==> src/hdl/assert_macros.svh <==
// Assertion macros shared by the RTL files of the position and duty block
`ifndef ASSERT_MACROS_SVH
`define ASSERT_MACROS_SVH

// Same-cycle implication, checked on every clock outside reset
`define HPU_ASSERT(label, prop, msg) \
	label: assert property (@(posedge clk) disable iff (!arst_n) prop) else $error(msg);

// Next-cycle implication
`define HPU_ASSERT_NEXT(label, ante, cons, msg) \
	label: assert property (@(posedge clk) disable iff (!arst_n) (ante) |=> (cons)) \
		else $error(msg);

`endif

==> src/hdl/hpu_pkg.sv <==
// Package: widths, register codes and constants of the position and duty block
`default_nettype none
package hpu_pkg;

	localparam int SAMPLE_BITS_DEF     = 10;
	localparam int FLIP_COUNT_BITS_DEF = 8;

	localparam int THR_BITS      = 10;
	localparam int FS_BITS       = 15;
	localparam int TORQUE_BITS   = 16;
	localparam int POS_BITS      = 18;
	localparam int DUTY_BITS     = 8;
	localparam int CFG_IDX_BITS  = 1;
	localparam int CFG_DATA_BITS = 15;

	localparam logic [CFG_IDX_BITS-1:0] REG_FLIP_THRESHOLD = 1'd0;
	localparam logic [CFG_IDX_BITS-1:0] REG_FULL_SCALE     = 1'd1;

	localparam logic [THR_BITS-1:0] THR_RESET = 10'd700;
	localparam logic [FS_BITS-1:0]  FS_RESET  = 15'd18300;

	// 255 squared: duty = sqrt(DUTY_SCALE * |torque| / full_scale)
	localparam logic [15:0] DUTY_SCALE = 16'd65025;
	localparam logic [DUTY_BITS-1:0] DUTY_MAX = 8'd255;

	localparam int POS_MAX_INT = 131071;
	localparam int POS_MIN_INT = -131072;

endpackage
`default_nettype wire

==> src/hdl/hpu_if.sv <==
// Channel interfaces: sample/torque items in, position/duty items out
`default_nettype none
interface hpu_in_if #(
	parameter int SAMPLE_BITS = hpu_pkg::SAMPLE_BITS_DEF
);
	logic                                 valid;
	logic                                 ready;
	logic [SAMPLE_BITS-1:0]               sensor_sample;
	logic signed [hpu_pkg::TORQUE_BITS-1:0] torque_command;

	modport source (output valid, output sensor_sample, output torque_command, input ready);
	modport sink   (input valid, input sensor_sample, input torque_command, output ready);
endinterface

interface hpu_out_if;
	logic                                valid;
	logic                                ready;
	logic signed [hpu_pkg::POS_BITS-1:0] unwrapped_position;
	logic                                motor_direction;
	logic [hpu_pkg::DUTY_BITS-1:0]       pwm_duty;

	modport source (output valid, output unwrapped_position, output motor_direction,
		output pwm_duty, input ready);
	modport sink   (input valid, input unwrapped_position, input motor_direction,
		input pwm_duty, output ready);
endinterface
`default_nettype wire

==> src/hdl/hpu_sub.sv <==
// Shared subtract and compare unit used by the divider and square-root steps
`default_nettype none
module hpu_sub #(
	parameter int W = 17
) (
	input  wire logic [W-1:0] a,
	input  wire logic [W-1:0] b,
	output logic      [W-1:0] diff,
	output logic              ge
);
	logic [W:0] full;

	assign full = {1'b0, a} - {1'b0, b};
	assign diff = full[W-1:0];
	assign ge   = ~full[W];
endmodule
`default_nettype wire

==> src/hdl/hpu_unwrap.sv <==
// Flip detection, flip count, held offset and saturated position
`default_nettype none
module hpu_unwrap #(
	parameter int SAMPLE_BITS     = hpu_pkg::SAMPLE_BITS_DEF,
	parameter int FLIP_COUNT_BITS = hpu_pkg::FLIP_COUNT_BITS_DEF
) (
	input  wire logic                              clk,
	input  wire logic                              arst_n,
	input  wire logic                              start,
	input  wire logic [SAMPLE_BITS-1:0]            sample,
	input  wire logic [hpu_pkg::THR_BITS-1:0]      thr,
	output logic                                   done,
	output logic signed [hpu_pkg::POS_BITS-1:0]    position
);
	localparam int SB = SAMPLE_BITS;
	localparam int FB = FLIP_COUNT_BITS;
	localparam int CW = (SB > hpu_pkg::THR_BITS) ? SB : hpu_pkg::THR_BITS;
	localparam int PW = (FB + SB + 2 > hpu_pkg::POS_BITS + 1) ? FB + SB + 2
		: hpu_pkg::POS_BITS + 1;
	localparam logic signed [FB-1:0] FLIP_MAX = {1'b0, {(FB-1){1'b1}}};
	localparam logic signed [FB-1:0] FLIP_MIN = {1'b1, {(FB-1){1'b0}}};
	localparam logic signed [PW-1:0] POS_MAX_W = PW'(hpu_pkg::POS_MAX_INT);
	localparam logic signed [PW-1:0] POS_MIN_W = PW'(hpu_pkg::POS_MIN_INT);

	logic [SB-1:0]        prev_q, prev2_q, held_q;
	logic signed [FB-1:0] flip_q;
	logic                 jf_q;

	logic [SB-1:0]        cur_off, two_off;
	logic [CW-1:0]        thr_x;
	logic                 two_pos, flip_w, cur_big;

	logic [SB-1:0]        s_s1, s_s2;
	logic                 v_s1, v_s2;
	logic signed [FB+SB:0] prod_s2;
	logic signed [PW-1:0] prod_x, s_x, sum_w;

	assign cur_off = (sample > prev_q)  ? sample - prev_q  : prev_q - sample;
	assign two_off = (sample > prev2_q) ? sample - prev2_q : prev2_q - sample;
	assign two_pos = sample > prev2_q;
	assign thr_x   = CW'(thr);
	assign flip_w  = (CW'(two_off) > thr_x) && !jf_q;
	assign cur_big = CW'(cur_off) > thr_x;

	always_ff @(posedge clk or negedge arst_n) begin
		if (!arst_n) begin
			prev_q  <= '0;
			prev2_q <= '0;
			held_q  <= '0;
			flip_q  <= '0;
			jf_q    <= 1'b0;
		end else if (start) begin
			prev2_q <= prev_q;
			prev_q  <= sample;
			if (flip_w) begin
				if (two_pos) begin
					if (flip_q != FLIP_MIN)
						flip_q <= flip_q - FB'(1);
				end else begin
					if (flip_q != FLIP_MAX)
						flip_q <= flip_q + FB'(1);
				end
				held_q <= cur_big ? cur_off : two_off;
				jf_q   <= 1'b1;
			end else begin
				jf_q <= 1'b0;
			end
		end
	end

	always_ff @(posedge clk or negedge arst_n) begin
		if (!arst_n) begin
			v_s1 <= 1'b0;
			v_s2 <= 1'b0;
			done <= 1'b0;
		end else begin
			v_s1 <= start;
			v_s2 <= v_s1;
			done <= v_s2;
		end
	end

	// stage 1 sees the updated count and offset
	always_ff @(posedge clk) begin
		if (start)
			s_s1 <= sample;
		if (v_s1) begin
			s_s2    <= s_s1;
			prod_s2 <= $signed(flip_q) * $signed({1'b0, held_q});
		end
		if (v_s2) begin
			if (sum_w > POS_MAX_W)
				position <= POS_MAX_W[hpu_pkg::POS_BITS-1:0];
			else if (sum_w < POS_MIN_W)
				position <= POS_MIN_W[hpu_pkg::POS_BITS-1:0];
			else
				position <= sum_w[hpu_pkg::POS_BITS-1:0];
		end
	end

	assign prod_x = PW'(prod_s2);
	assign s_x    = PW'($signed({1'b0, s_s2}));
	assign sum_w  = prod_x + s_x;
endmodule
`default_nettype wire

==> src/hdl/hpu_duty.sv <==
// Duty sequencer: scale, bit-serial divide and square root on one subtractor
`default_nettype none
`include "assert_macros.svh"
module hpu_duty (
	input  wire logic                                clk,
	input  wire logic                                arst_n,
	input  wire logic                                start,
	input  wire logic signed [hpu_pkg::TORQUE_BITS-1:0] torque,
	input  wire logic [hpu_pkg::FS_BITS-1:0]         fs,
	output logic                                     done,
	output logic [hpu_pkg::DUTY_BITS-1:0]            duty_q
);
	localparam int UW = 17;

	typedef enum logic [2:0] {
		ST_IDLE,
		ST_MUL,
		ST_SAT,
		ST_DIV,
		ST_SQRT,
		ST_DONE
	} state_t;

	state_t        state_q;
	logic [15:0]   mag_q;
	logic [30:0]   num_q;
	logic [14:0]   rem_q;
	logic [15:0]   q_q;
	logic [15:0]   res_q, bit_q;
	logic [3:0]    cnt_q;
	logic          zero_q;

	logic [15:0]   torque_u, mag_w, trial_w;
	logic [31:0]   prod_w;
	logic [UW-1:0] a_w, b_w, diff_w;
	logic          ge_w;

	assign torque_u = torque;
	assign mag_w    = torque_u[15] ? (~torque_u + 16'd1) : torque_u;
	assign prod_w   = {16'd0, hpu_pkg::DUTY_SCALE} * {16'd0, mag_q};
	assign trial_w  = res_q + bit_q;

	always_comb begin
		case (state_q)
			ST_SAT: begin
				a_w = {2'b00, num_q[30:16]};
				b_w = {2'b00, fs};
			end
			ST_DIV: begin
				a_w = {1'b0, rem_q, num_q[cnt_q]};
				b_w = {2'b00, fs};
			end
			ST_SQRT: begin
				a_w = {1'b0, q_q};
				b_w = {1'b0, trial_w};
			end
			default: begin
				a_w = '0;
				b_w = '0;
			end
		endcase
	end

	hpu_sub #(.W(UW)) u_sub (
		.a    (a_w),
		.b    (b_w),
		.diff (diff_w),
		.ge   (ge_w)
	);

	always_ff @(posedge clk or negedge arst_n) begin
		if (!arst_n) begin
			state_q <= ST_IDLE;
			done    <= 1'b0;
			duty_q  <= '0;
			mag_q   <= '0;
			num_q   <= '0;
			rem_q   <= '0;
			q_q     <= '0;
			res_q   <= '0;
			bit_q   <= '0;
			cnt_q   <= '0;
			zero_q  <= 1'b0;
		end else begin
			done <= 1'b0;
			case (state_q)
				ST_IDLE: begin
					if (start) begin
						mag_q   <= mag_w;
						state_q <= ST_MUL;
					end
				end
				ST_MUL: begin
					num_q   <= prod_w[30:0];
					zero_q  <= (mag_q == 16'd0);
					state_q <= ST_SAT;
				end
				ST_SAT: begin
					// zero torque: zero duty; quotient reaches 2^16 (also a zero full scale): full duty
					if (zero_q) begin
						duty_q  <= '0;
						done    <= 1'b1;
						state_q <= ST_DONE;
					end else if (ge_w) begin
						duty_q  <= hpu_pkg::DUTY_MAX;
						done    <= 1'b1;
						state_q <= ST_DONE;
					end else begin
						rem_q   <= num_q[30:16];
						cnt_q   <= 4'd15;
						state_q <= ST_DIV;
					end
				end
				ST_DIV: begin
					rem_q <= ge_w ? diff_w[14:0] : a_w[14:0];
					q_q   <= {q_q[14:0], ge_w};
					cnt_q <= cnt_q - 4'd1;
					if (cnt_q == 4'd0) begin
						res_q   <= '0;
						bit_q   <= 16'h4000;
						state_q <= ST_SQRT;
					end
				end
				ST_SQRT: begin
					if (ge_w) begin
						q_q   <= diff_w[15:0];
						res_q <= (res_q >> 1) + bit_q;
					end else begin
						res_q <= res_q >> 1;
					end
					bit_q <= bit_q >> 2;
					if (bit_q[0]) begin
						duty_q  <= ge_w ? 8'((res_q >> 1) + bit_q) : 8'(res_q >> 1);
						done    <= 1'b1;
						state_q <= ST_DONE;
					end
				end
				ST_DONE: begin
					state_q <= ST_IDLE;
				end
				default: begin
					state_q <= ST_IDLE;
				end
			endcase
		end
	end

	`HPU_ASSERT(a_sqrt_onehot, (state_q == ST_SQRT) |-> $onehot(bit_q), "sqrt bit not one-hot")
	`HPU_ASSERT(a_rem_below_fs, (state_q == ST_DIV) |-> (rem_q < fs), "remainder not below full scale")
	`HPU_ASSERT(a_zero_duty, (state_q == ST_DONE && zero_q) |-> (duty_q == '0), "zero torque gave duty")
endmodule
`default_nettype wire

==> src/hdl/haptic_position_unwrap_torque_pwm_core.sv <==
// Top level: handshakes, configuration registers, unwrap and duty units
//
//  channel  | dir | handshake   | payload
//  ---------+-----+-------------+----------------------------------------------
//  in_ch    | in  | valid/ready | sensor_sample, torque_command
//  out_ch   | out | valid/ready | unwrapped_position, motor_direction, pwm_duty
//  cfg      | in  | cfg_we      | cfg_index, cfg_wdata (flip threshold, full scale)
//
// The duty sequencer sets how long an item takes, from acceptance to result and to the next
// acceptance: 16 divide steps and 8 square-root steps on one shared subtractor. Zero torque
// or a saturated quotient gives the result without the divide and square-root steps.
// in_ch.ready is low while an item is in work; a finished result waits in the
// output register, so the next item is taken while out_ch stalls.
// Reset clears history, flip count, offset and control; registers reset to 700/18300.
`default_nettype none
`include "assert_macros.svh"
module haptic_position_unwrap_torque_pwm_core #(
	parameter int SAMPLE_BITS     = hpu_pkg::SAMPLE_BITS_DEF,
	parameter int FLIP_COUNT_BITS = hpu_pkg::FLIP_COUNT_BITS_DEF
) (
	input  wire logic                               clk,
	input  wire logic                               arst_n,
	hpu_in_if.sink                                  in_ch,
	hpu_out_if.source                               out_ch,
	input  wire logic                               cfg_we,
	input  wire logic [hpu_pkg::CFG_IDX_BITS-1:0]   cfg_index,
	input  wire logic [hpu_pkg::CFG_DATA_BITS-1:0]  cfg_wdata
);
	logic [hpu_pkg::THR_BITS-1:0] thr_q;
	logic [hpu_pkg::FS_BITS-1:0]  fs_q;

	logic busy_q, duty_f_q, pos_f_q, dir_q, out_valid_q;
	logic accept, load;
	logic duty_done, pos_done;
	logic [hpu_pkg::DUTY_BITS-1:0]        duty_w;
	logic signed [hpu_pkg::POS_BITS-1:0]  pos_w;
	logic [hpu_pkg::DUTY_BITS-1:0]        duty_q;
	logic signed [hpu_pkg::POS_BITS-1:0]  pos_q;
	logic                                 dir_out_q;

	assign in_ch.ready = ~busy_q;
	assign accept      = in_ch.valid & ~busy_q;
	assign load        = busy_q & (duty_f_q | duty_done) & (pos_f_q | pos_done)
		& (~out_valid_q | out_ch.ready);

	always_ff @(posedge clk or negedge arst_n) begin
		if (!arst_n) begin
			thr_q <= hpu_pkg::THR_RESET;
			fs_q  <= hpu_pkg::FS_RESET;
		end else if (cfg_we) begin
			case (cfg_index)
				hpu_pkg::REG_FLIP_THRESHOLD: thr_q <= cfg_wdata[hpu_pkg::THR_BITS-1:0];
				hpu_pkg::REG_FULL_SCALE:     fs_q  <= cfg_wdata[hpu_pkg::FS_BITS-1:0];
				default: ;
			endcase
		end
	end

	hpu_unwrap #(
		.SAMPLE_BITS     (SAMPLE_BITS),
		.FLIP_COUNT_BITS (FLIP_COUNT_BITS)
	) u_unwrap (
		.clk      (clk),
		.arst_n   (arst_n),
		.start    (accept),
		.sample   (in_ch.sensor_sample),
		.thr      (thr_q),
		.done     (pos_done),
		.position (pos_w)
	);

	hpu_duty u_duty (
		.clk    (clk),
		.arst_n (arst_n),
		.start  (accept),
		.torque (in_ch.torque_command),
		.fs     (fs_q),
		.done   (duty_done),
		.duty_q (duty_w)
	);

	always_ff @(posedge clk or negedge arst_n) begin
		if (!arst_n) begin
			busy_q      <= 1'b0;
			duty_f_q    <= 1'b0;
			pos_f_q     <= 1'b0;
			out_valid_q <= 1'b0;
		end else begin
			if (accept)
				busy_q <= 1'b1;
			else if (load)
				busy_q <= 1'b0;
			// done pulses are held until the result moves to the output
			if (load) begin
				duty_f_q <= 1'b0;
				pos_f_q  <= 1'b0;
			end else begin
				if (duty_done)
					duty_f_q <= 1'b1;
				if (pos_done)
					pos_f_q <= 1'b1;
			end
			if (load)
				out_valid_q <= 1'b1;
			else if (out_ch.ready)
				out_valid_q <= 1'b0;
		end
	end

	always_ff @(posedge clk) begin
		if (accept)
			dir_q <= ~in_ch.torque_command[hpu_pkg::TORQUE_BITS-1]
				& (in_ch.torque_command != '0);
		if (load) begin
			pos_q     <= pos_w;
			duty_q    <= duty_w;
			dir_out_q <= dir_q;
		end
	end

	assign out_ch.valid              = out_valid_q;
	assign out_ch.unwrapped_position = pos_q;
	assign out_ch.motor_direction    = dir_out_q;
	assign out_ch.pwm_duty           = duty_q;

	`HPU_ASSERT(a_done_while_busy, (duty_done || pos_done) |-> busy_q, "unit done with no item")
	`HPU_ASSERT_NEXT(a_flags_clear, accept, !duty_f_q && !pos_f_q, "stale done flag on new item")
endmodule
`default_nettype wire
==> src/flat_wrapper.sv <==
// flat-port wrapper written by rule: the top's interface ports become plain ports
module haptic_position_unwrap_torque_pwm_core_flat 
#(
	parameter int SAMPLE_BITS     = hpu_pkg::SAMPLE_BITS_DEF,
	parameter int FLIP_COUNT_BITS = hpu_pkg::FLIP_COUNT_BITS_DEF
)
  (clk, arst_n, cfg_we, cfg_index, cfg_wdata, in_ch_valid, in_ch_sensor_sample, in_ch_torque_command, in_ch_ready, out_ch_valid, out_ch_unwrapped_position, out_ch_motor_direction, out_ch_pwm_duty, out_ch_ready);
  hpu_in_if #(.SAMPLE_BITS(SAMPLE_BITS)) in_ch_i ();
  hpu_out_if out_ch_i ();
  input  wire logic clk;
  input  wire logic arst_n;
  input  wire logic cfg_we;
  input  wire logic [hpu_pkg::CFG_IDX_BITS-1:0] cfg_index;
  input  wire logic [hpu_pkg::CFG_DATA_BITS-1:0] cfg_wdata;
  input wire logic [$bits(in_ch_i.valid)-1:0] in_ch_valid;
  input wire logic [$bits(in_ch_i.sensor_sample)-1:0] in_ch_sensor_sample;
  input wire logic [$bits(in_ch_i.torque_command)-1:0] in_ch_torque_command;
  output wire logic [$bits(in_ch_i.ready)-1:0] in_ch_ready;
  output wire logic [$bits(out_ch_i.valid)-1:0] out_ch_valid;
  output wire logic [$bits(out_ch_i.unwrapped_position)-1:0] out_ch_unwrapped_position;
  output wire logic [$bits(out_ch_i.motor_direction)-1:0] out_ch_motor_direction;
  output wire logic [$bits(out_ch_i.pwm_duty)-1:0] out_ch_pwm_duty;
  input wire logic [$bits(out_ch_i.ready)-1:0] out_ch_ready;
  assign in_ch_i.valid = in_ch_valid;
  assign in_ch_i.sensor_sample = in_ch_sensor_sample;
  assign in_ch_i.torque_command = in_ch_torque_command;
  assign in_ch_ready = in_ch_i.ready;
  assign out_ch_valid = out_ch_i.valid;
  assign out_ch_unwrapped_position = out_ch_i.unwrapped_position;
  assign out_ch_motor_direction = out_ch_i.motor_direction;
  assign out_ch_pwm_duty = out_ch_i.pwm_duty;
  assign out_ch_i.ready = out_ch_ready;
  haptic_position_unwrap_torque_pwm_core #(.SAMPLE_BITS(SAMPLE_BITS), .FLIP_COUNT_BITS(FLIP_COUNT_BITS)) u_core (.clk(clk), .arst_n(arst_n), .in_ch(in_ch_i), .out_ch(out_ch_i), .cfg_we(cfg_we), .cfg_index(cfg_index), .cfg_wdata(cfg_wdata));
endmodule
==> config.mk <==
export PLATFORM = sky130hd
export DESIGN_NAME = haptic_position_unwrap_torque_pwm_core_flat
export DESIGN_NICKNAME = d
export VERILOG_FILES = /design/src/hdl/hpu_pkg.sv /design/src/hdl/hpu_if.sv /design/src/hdl/hpu_sub.sv /design/src/hdl/hpu_unwrap.sv /design/src/hdl/hpu_duty.sv /design/src/hdl/haptic_position_unwrap_torque_pwm_core.sv /design/src/flat_wrapper.sv
export VERILOG_INCLUDE_DIRS = /design/src /design/src/hdl
export SDC_FILE = /design/constraint.sdc
export NUM_CORES = 1
export LEC_CHECK = 0
export BUFFER_PORTS_ARGS = -buffer_cell sky130_fd_sc_hd__buf_2
export CAP_MARGIN = 20
export CORE_ASPECT_RATIO = 1.1
export CORE_MARGIN = 8
export CORE_UTILIZATION = 35
export CTS_CLUSTER_SIZE = 25
export DETAILED_ROUTE_END_ITERATION = 16
export SLEW_MARGIN = 20
export SYNTH_ARGS = -nofsm -noshare
export SYNTH_HDL_FRONTEND = slang
export SYNTH_SLANG_ARGS = --single-unit
==> constraint.sdc <==
create_clock -name clk -period 14.4 [get_ports clk]
set_input_delay 2.16 -clock clk [delete_from_list [all_inputs] [get_ports clk]]
set_output_delay 2.16 -clock clk [all_outputs]
set_load 0.01 [all_outputs]
==> run summary, run 1 <==
kind of critical path: input port to flop
clock period minus worst slack: 6.468 ns
drt drc: 0
layout cells sized above 1: 9.616%
RR Endpoint: u_core.u_duty.num_q[28]
CTS tree: done
CTS Sinks: 275
critical path depth: 19
Required @ worst endpoint: 14.83 ns
r2r startpoint: u_core.u_duty.mag_q[13]
grt ovf: 0
Final Hold Fails: 0
warning count from the yosys run: 0
Async SR Flop Fraction: 69.09%
clk_lat worst skew: 0.56 ns
final WL: 51.36 mm
Final nets: 2707
Max-cap violations: 0
CP Launch Type: input port
Distinct cells, synth: 82
IO Count: 76
Slew headroom: 30.81%
fmax: 0.1546 GHz
Detailed Routing Iterations Pass 1: 5
cells on worst reg2reg path: 16
CTS Buf Count: 34
Avg Inst Size Synth: 9.651 um2
Worst Path Max Fanout: 22
CTS root buffer: clkbuf_16
crit path launch: in_ch_sensor_sample[0]
GPL Wtd Cong: 0.8386
largest area contributor in the netlist: dfrtp_1
Tightest Hold Check Type: flop to flop
Total Routing Usage GR: 14.63%
drt via density: 5.054
fin crit share: 44.92%
Die X: 253.4 um
Top delay family on crit path: compound AO/OA/AOI/OAI gates
CP bufs+invs: 4
Worst Setup End Kind: flop
Clock transition at path regs: 0.06 ns
area grow syn2layout: 10.94%
detailed-route wire length per cell: 16.34 um
I/O Buffers: 75
Hold Startpoint: u_core.u_unwrap.position[9]
Worst-Margin Slew: 1.037 ns
CTS Buffer Depth: 3
slowest stage delay, CP: 0.56 ns
EDFF count, synth: 85
Final Skew: 0.02275 ns
status: complete, no violations
die area: 70250 um2
final setup vio count: 0
detailed router's first-iteration violation count: 924
Die Height: 277.2 um
ys flop type: dfrtp_1
vias in the first global route: 16.25k
PostCTS Resize Cnt: 0
first-pass GRT wire length: 84.59 mm
Final HPWL DP: 39.75 mm
register area share after synthesis: 33.75%
post-synth top area share: 20.18%
Slew Limit Fails: 0
initial core utilization: 35.46%
Detail Route Antenna Nets: 0
cts hold-fix bufs: 0
antenna violations before repair: 1
Core Rows: 95
crit path DAT: 6.90 ns
routed vias: 15.89k
htree depth: 2
slowest CP cell: a211o_1
worst setup path endpoint: u_core.u_unwrap.flip_q[7]
Post-CTS Setup Bufs: 0
Synth Instances: 2249
synthesized cell area: 21700 um2
core area: 61220 um2
largest net degree at the start of global routing: 77
largest cells by area after synthesis: dfrtp_1, ha_1, edfxtp_1
worst-path cell chain: buf_2 -> inv_1 -> ha_1 -> inv_1 -> fa_1 -> a31o_2 -> a221oi_2 -> o21a_4 -> inv_4 -> a221oi_2 -> xnor2_1 -> ha_1 -> a2111oi_0 -> a21oi_1 -> o21ai_0 -> a211o_1 -> a311o_1 -> nor2_1 -> xnor2_1
setup TNS: 0 ns
R2R setup slack: 8.68 ns
number of diodes: 0
Synth Net Count: 2661
unrepaired setup endpoints after global routing: false
number of synthesized register bits: 275
[cells by family after synthesis]
family	after synthesis	synth area share, %
simple gates	588	12.75
compound gates	519	15.25
fa+ha+maj	365	24.88
buf+inv	334	5.955
flops	275	33.75
xor+xnor	120	4.842
mux	48	2.571
[through the flow]
step	setup slack [ns]	hold WS [ns]	cell area, um2	instances	util, %
after global placement	7.433	0.4041	22930	3083	37.46
after floorplan	8.550	0.4003	21700	2249	-
after CTS	7.974	0.4165	24070	3143	39.32
final	7.932	0.4171	24080	3143	39.34
after detailed placement	7.375	0.4063	22930	3083	37.46
after global routing	7.497	0.4218	24080	3143	39.34
[cells in the final DEF, fill, tap and decap left out, types with 8 or more instances in the layout]
cell type    n
a211oi_1    20
a21o_1      33
a21oi_1    121
a22o_1      10
a22oi_1     29
a31o_2       8
a31oi_1     23
and2_1      69
and3_1      15
buf_2       74
buf_4       14
clkbuf_16   37
dfrtp_1    174
dfstp_2     15
edfxtp_1    85
fa_1       111
ha_1       254
inv_1      253
mux2_2      22
mux2i_1     22
nand2_1    230
nand2b_1    17
nand3_1     26
nand4_1     11
nor2_1     123
nor2b_1     23
nor3_1      26
nor4_1       9
o211ai_1    10
o21a_1      14
o21ai_0    155
o21ai_1      9
o21bai_1    11
o31ai_1     10
or3_1       12
xnor2_1     67
xor2_1      53
[worst min-delay path by stage]
stage	end	slack, ns	depth (start not counted)
floorplan	u_core.out_ch.motor_direction	0.40	0
finish	u_core.out_ch.unwrapped_position[9]	0.42	0
CTS	u_core.out_ch.unwrapped_position[12]	0.42	0
detailed placement	u_core.out_ch.unwrapped_position[6]	0.41	0
global route	u_core.out_ch.unwrapped_position[9]	0.42	0
global placement	u_core.out_ch.unwrapped_position[12]	0.40	0
[worst reg2reg max path: cells and delay by family, from the launching register on]
kind	cells	cell delay, ns
AND/OR/NAND/NOR	1	0.40
XOR/XNOR	1	0.21
flip-flops	1	0.53
AO/OA/AOI/OAI	3	0.95
adder cells (fa/ha/maj)	7	3.21
buffers and inverters	4	0.27
[cell usage after synthesis (11+ instances only)]
library cell and number:
nand2b_1 17, o21ai_0 155, xor2_1 53, edfxtp_1 85, a22oi_1 29, nand3_1 26
o21a_1 14, o21bai_1 11, mux2i_1 22, ha_1 254, a21o_1 33, nand2_1 230
and2_1 69, nor3_1 26, clkbuf_1 59, or3_1 12, buf_2 11, nor2_1 124
nand4_1 11, a31oi_1 24, a21oi_1 122, a211oi_1 20, nor2b_1 24, dfrtp_1 175
fa_1 111, inv_1 253, xnor2_1 67, dfstp_2 15, and3_1 15, mux2_2 22
[cell type report]
class	count	area, um2
Timing Repair Buffer	89	489.2
Clock buffer	44	982.2
Multi-Input combinational cell	1640	13130
Tap cell	824	1031
Inverter	255	959.7
Sequential cell	275	7327
Clock inverter	16	158.9
Fill cell	6027	37140
[registers in the layout, indices dropped and copies added, names as in the netlist, 15 cells and up]
register / flops
u_core.u_unwrap.position: 18
u_core.fs_q: 15
u_core.u_duty.res_q: 16
u_core.u_duty.q_q: 16
u_core.u_unwrap.prod_s2: 19
u_core.u_duty.rem_q: 15
u_core.u_duty.num_q: 31
u_core.u_duty.mag_q: 16
u_core.out_ch.unwrapped_position: 18
[per-layer routing]
layer,wire [um],vias up,GRT usage [%]
met5,0,-,0
met2,22420,311,22.77
met1,25270,7668,20.72
met3,2625,64,2.431
li1,-,7842,-
met4,1037,0,4.162
Power of run 1 is left out: the tool's default activity adds up to more than one toggle a clock period on the data nets, which glitch-free logic cannot reach.
==> run 2: changes to the inputs <==
==> constraint.sdc (replaced) <==
create_clock -name clk -period 5.63 [get_ports clk]
set_input_delay 0.8445 -clock clk [delete_from_list [all_inputs] [get_ports clk]]
set_output_delay 0.8445 -clock clk [all_outputs]
set_load 0.01 [all_outputs]
==> run 2 against run 1 <==
Clock skew down 0.0021 ns; critical path depth unchanged; setup slack worse by 7.6 ns; wire length up 0.72%; cell count up 0.70%; design area up 0.46%; sequential cell count unchanged; die area unchanged; register-to-register slack worse by 8.4 ns; non-clock buffer count up 18; highest routed layer unchanged.
==> run summary, run 2 (synthesis gave the netlist of run 1 again) <==
layout cells sized above 1: 10.39%
Slew Limit Fails: 0
routed vias: 16.13k
slowest stage delay, CP: 0.66 ns
most frequent cells in the layout: ha_1, inv_1, nand2_1
register area: 7327 um2
Worst-Margin Slew: 1.067 ns
largest net degree at the start of global routing: 85
I/O Buffers: 75
worst setup margin: 0.2920 ns
Final HPWL DP: 39.95 mm
max reg flops: 31
status: complete, no violations
pre-CTS setup slack: 0.2438 ns
initial core utilization: 35.46%
grt ovf: 0
# fillers: 5947
Die X: 253.4 um
Final Hold Fails: 0
clk_lat worst skew: 0.55 ns
final setup vio count: 0
IO Count: 76
clock period minus worst slack: 5.338 ns
Detailed Routing Iterations Pass 1: 5
unrepaired setup endpoints after global routing: false
CTS Buf Count: 35
most common cell after layout, fill and taps aside: ha_1
CP Launch Type: flop
drt via density: 5.096
CTS root buffer: clkbuf_16
Final Skew: 0.02069 ns
slowest CP cell: fa_2
core area: 61220 um2
Clock transition at path regs: 0.06 ns
fmax: 0.1873 GHz
setup TNS: 0 ns
kind of critical path: flop to flop
CTS Buffer Depth: 3
vias in the first global route: 16.48k
Crit path top cell by count: inv_1
GPL Wtd Cong: 0.8420
Largest Register: u_core.u_duty.num_q
Tightest Hold Check Type: input port to async pin
Worst Setup End Kind: flop
CTS Sinks: 275
worst-path cell chain: fa_2 -> inv_1 -> fa_1 -> inv_1 -> ha_1 -> ha_1 -> fa_1 -> inv_1 -> fa_1 -> inv_1 -> ha_1 -> or2_2 -> a21oi_1 -> a21oi_1 -> a41o_1 -> a41oi_1 -> a21oi_1 -> xnor2_1 -> o21ai_0
area of the multi-input gates: 13120 um2
first-pass GRT wire length: 85.43 mm
Final nets: 2726
Required @ worst endpoint: 6.04 ns
detailed-route wire length per cell: 16.34 um
Core Rows: 95
final WL: 51.73 mm
crit path DAT: 5.74 ns
Max-cap violations: 0
fin crit share: 94.81%
die area: 70250 um2
biggest regs: u_core.u_duty.num_q: 31 flops, u_core.u_unwrap.prod_s2: 19 flops
Slew headroom: 28.82%
drt drc: 0
Total Routing Usage GR: 14.69%
antenna violations before repair: 3
Worst Path Max Fanout: 5
Detail Route Antenna Nets: 0
cts hold-fix bufs: 0
CTS tree: done
area grow syn2layout: 11.45%
Die Height: 277.2 um
htree depth: 2
detailed router's first-iteration violation count: 921
## run 2: worst paths after layout
check                      slack [ns]                                   end  depth (start not counted)                          from
max reg2reg                      0.29               u_core.u_duty.num_q[29]                         19        u_core.u_duty.mag_q[4]
min in group clk                 0.42  u_core.out_ch.unwrapped_position[17]                          0  u_core.u_unwrap.position[17]
max                              0.29               u_core.u_duty.num_q[29]                         19        u_core.u_duty.mag_q[4]
max in group asynchronous        3.92                  u_core.u_unwrap.v_s1                          2                        arst_n
min                              0.37               u_core.u_duty.mag_q[13]                          1                        arst_n
min reg2reg                      0.42  u_core.out_ch.unwrapped_position[17]                          0  u_core.u_unwrap.position[17]
## run 2: area by class of cell
type | count | share of cell area (%)
multi-input cells | 1640 | 54.23
flip-flops and latches | 275 | 30.29
well taps | 824 | 4.262
inverters | 255 | 3.967
clock buffers | 44 | 3.884
repair buffers | 107 | 2.581
clock inverters | 18 | 0.7707
diodes | 2 | 0.02069
## run 2: routing by layer
layer | wire, um | vias up | track usage (%) | part of all wire, %
met5 | 0 | - | 0 | 0
met4 | 1077 | 0 | 3.867 | 2.1
met3 | 2522 | 68 | 2.571 | 4.9
met2 | 22300 | 319 | 22.66 | 43
met1 | 25830 | 7858 | 21.00 | 50
li1 | - | 7884 | - | -
## run 2: through the flow
stage          utilization (%)  hold WS, ns  std cells  area (um2)
4_1_cts                  39.50       0.3736       3163       24180
2_1_floorplan                -       0.4003       2249       21700
3_3_place_gp             37.66       0.4026       3101       23060
6_report                 39.52       0.3663       3165       24190
5_1_grt                  39.51       0.4044       3164       24190
3_5_place_dp             37.66       0.4045       3101       23060
## run 2: what timing repair did
| item | 4_1_cts | 5_1_grt |
|---|---|---|
| endpoints found under the setup margin | 0 | 3 |
| gates resized for setup | 0 | 2 |
| buffers inserted | 0 | 0 |
| hold endpoints to repair | 0 | 0 |
## run 2: worst max-delay path: cells and delay by family (launching register included)
family,cells,cell delay [ns]
compound gates,6,1.04
fa+ha+maj,7,2.96
xor+xnor,1,0.18
simple gates,1,0.30
buf+inv,4,0.27
flops,1,0.45
Power of run 2 is left out for the same reason.
==> run 3: changes to the inputs <==
--- a/config.mk
+++ b/config.mk
@@ -6,6 +6,7 @@
 export SDC_FILE = /design/constraint.sdc
 export NUM_CORES = 1
 export LEC_CHECK = 0
+export ABC_AREA = 1
 export BUFFER_PORTS_ARGS = -buffer_cell sky130_fd_sc_hd__buf_2
 export CAP_MARGIN = 20
 export CORE_ASPECT_RATIO = 1.1
==> run 3 against run 2 <==
Non-clock buffer count is 16 lower; clock-buffer cell count is 7 higher; wire length is 14% higher; synthesized area is 9.4% higher; sequential share of layout area is 2.4 points lower; setup slack better by 0.072 ns; first-iteration DRC count is 36% higher; largest cell class unchanged; die area is 8.8% higher; sequential cell count stayed put; global-route usage is 0.95 points higher; hold slack worse by 0.052 ns; utilization is 0.62 points lower.
==> run summary, run 3 <==
Required @ worst endpoint: 6.06 ns
first-pass GRT wire length: 98.68 mm
synthesized cell area: 23750 um2
Final nets: 3540
IO Count: 76
most common cell after layout, fill and taps aside: nand2_1
Synth Net Count: 3492
final design area excluding fillers: 26230 um2
antenna violations before repair: 5
non-filler cells in the finished layout: 4024
largest net degree at the start of global routing: 122
I/O Buffers: 75
final WL: 59.21 mm
Async SR Flop Fraction: 69.09%
register area: 7327 um2
Top delay family on crit path: adder cells
RR Endpoint: u_core.u_duty.num_q[24]
fin util: 38.90%
cells on worst reg2reg path: 18
Slew headroom: 32.66%
CP Launch Type: flop
Total Routing Usage GR: 15.64%
detailed router's first-iteration violation count: 1248
worst-path cell chain: fa_1 -> inv_1 -> fa_1 -> inv_1 -> ha_1 -> ha_1 -> fa_1 -> inv_1 -> fa_1 -> inv_1 -> ha_1 -> a21oi_1 -> o21ai_0 -> nor2_1 -> o21ai_0 -> or2_2 -> nand3_1 -> nand2_1
largest cells by area after synthesis: dfrtp_1, ha_1, nand2_1
# fillers: 6948
Distinct cells, synth: 57
Synth Instances: 3080
Slew Limit Fails: 0
CTS Buf Count: 36
CTS Buffer Depth: 3
Detail Route Antenna Nets: 0
slowest CP cell: fa_1
EDFF count, synth: 85
warning count from the yosys run: 0
biggest regs: u_core.u_duty.num_q: 31 flops, u_core.u_unwrap.prod_s2: 19 flops
GPL Wtd Cong: 0.8816
drt drc: 0
Largest Register: u_core.u_duty.num_q
Avg Inst Size Synth: 7.712 um2
final setup vio count: 0
Final Skew: 0.02727 ns
R2R setup slack: 0.36 ns
Die X: 264.4 um
status: complete, no violations
drt via density: 4.824
most frequent cell after synthesis: nand2_1
max reg flops: 31
Die Height: 289.2 um
routed vias: 19.41k
fmax: 0.1899 GHz
Tightest Hold Check Type: input port to async pin
Worst Path Max Fanout: 5
CP bufs+invs: 4
Placed Cells: 3957
slowest stage delay, CP: 0.68 ns
setup TNS: 0 ns
Final HPWL DP: 46.70 mm
clk_lat worst skew: 0.56 ns
detailed-route wire length per cell: 14.72 um
vias in the first global route: 19.14k
largest area contributor in the netlist: dfrtp_1
ys flop type: dfrtp_1
Core Rows: 100
fin crit share: 93.54%
Worst Setup End Kind: flop
CTS tree: done
Max-cap violations: 0
most common library cells after synthesis: nand2_1, inv_1, ha_1
kind of critical path: flop to flop
crit path DAT: 5.70 ns
post-synth top area share: 18.44%
area grow syn2layout: 10.45%
initial core utilization: 35.22%
Detailed Routing Iterations Pass 1: 5
htree depth: 2
CTS root buffer: clkbuf_16
Final Hold Fails: 0
grt ovf: 0
area of the multi-input gates: 13860 um2
CTS Sinks: 275
register area share after synthesis: 30.84%
clock period minus worst slack: 5.266 ns
die area: 76460 um2
number of synthesized register bits: 275
unrepaired setup endpoints after global routing: false
Post-CTS Setup Bufs: 0
Worst-Margin Slew: 1.009 ns
layout cells sized above 1: 7.068%
r2r startpoint: u_core.u_duty.mag_q[4]
Placed Area: 25000 um2
Clock transition at path regs: 0.05 ns
core area: 67440 um2
most frequent cells in the layout: nand2_1, inv_1, ha_1
run 3: cell count changes in the layout (fill, tap and decap cells not counted), sizes merged, moves of 54 or more:
cell   change
and2      -63
inv      +330
nor2      +67
nand3    +139
nand2    +550
o21ai     +54
run 3: metrics by stage:
step                setup slack [ns]  hold WS (ns)
finish                        0.3639        0.3147
global route                 0.04819        0.3486
CTS                           0.3348        0.3230
detailed placement            0.3329        0.4045
global placement              0.3526        0.4012
floorplan                     0.6942        0.4003
run 3: kinds of logic (layout without fill, tap and decap cells):
| family | Yosys count | in the layout | share of synthesized area, % |
|---|---|---|---|
| other | 0 | 2 | 0 |
| AND/OR/NAND/NOR | 1233 | 1233 | 21.75 |
| adder cells (fa/ha/maj) | 365 | 365 | 22.74 |
| AO/OA/AOI/OAI | 454 | 454 | 10.57 |
| multiplexers | 5 | 5 | 0.2370 |
| buffers and inverters | 666 | 741 | 10.84 |
| flip-flops | 275 | 275 | 30.84 |
| XOR/XNOR | 82 | 82 | 3.024 |
run 3: how the worst max path moves through the flow:
stage,startpoint,endpoint,slack [ns],depth (start not counted)
5_1_grt,u_core.u_duty.mag_q[4],u_core.u_duty.num_q[28],0.05,20
6_report,u_core.u_duty.mag_q[4],u_core.u_duty.num_q[24],0.36,18
3_5_place_dp,u_core.u_duty.mag_q[4],u_core.u_duty.num_q[26],0.33,20
4_1_cts,u_core.u_duty.mag_q[4],u_core.u_duty.num_q[26],0.33,20
3_3_place_gp,u_core.u_duty.mag_q[4],u_core.u_duty.num_q[26],0.35,20
2_1_floorplan,u_core.u_duty.mag_q[4],u_core.u_duty.num_q[27],0.69,20
run 3: per-layer routing:
metal | global-route usage, % | wire, um
met1 | 21.67 | 28620
met2 | 25.15 | 26200
met3 | 2.648 | 3065
met4 | 4.154 | 1309
met5 | 0 | 18
run 3: area by class of cell:
cell class / count / share of cell area (%)
diodes: 2 / 0.01908
clock buffers: 51 / 4.121
inverters: 585 / 8.370
clock inverters: 14 / 0.5628
multi-input cells: 2139 / 52.82
well taps: 867 / 4.135
flip-flops and latches: 275 / 27.93
repair buffers: 91 / 2.046
run 3: repair_timing:
item | CTS | global route
hold buffers | 0 | 0
resized for setup | 0 | 1
setup endpoints to repair | 0 | 2
Power of run 3 is left out for the same reason.
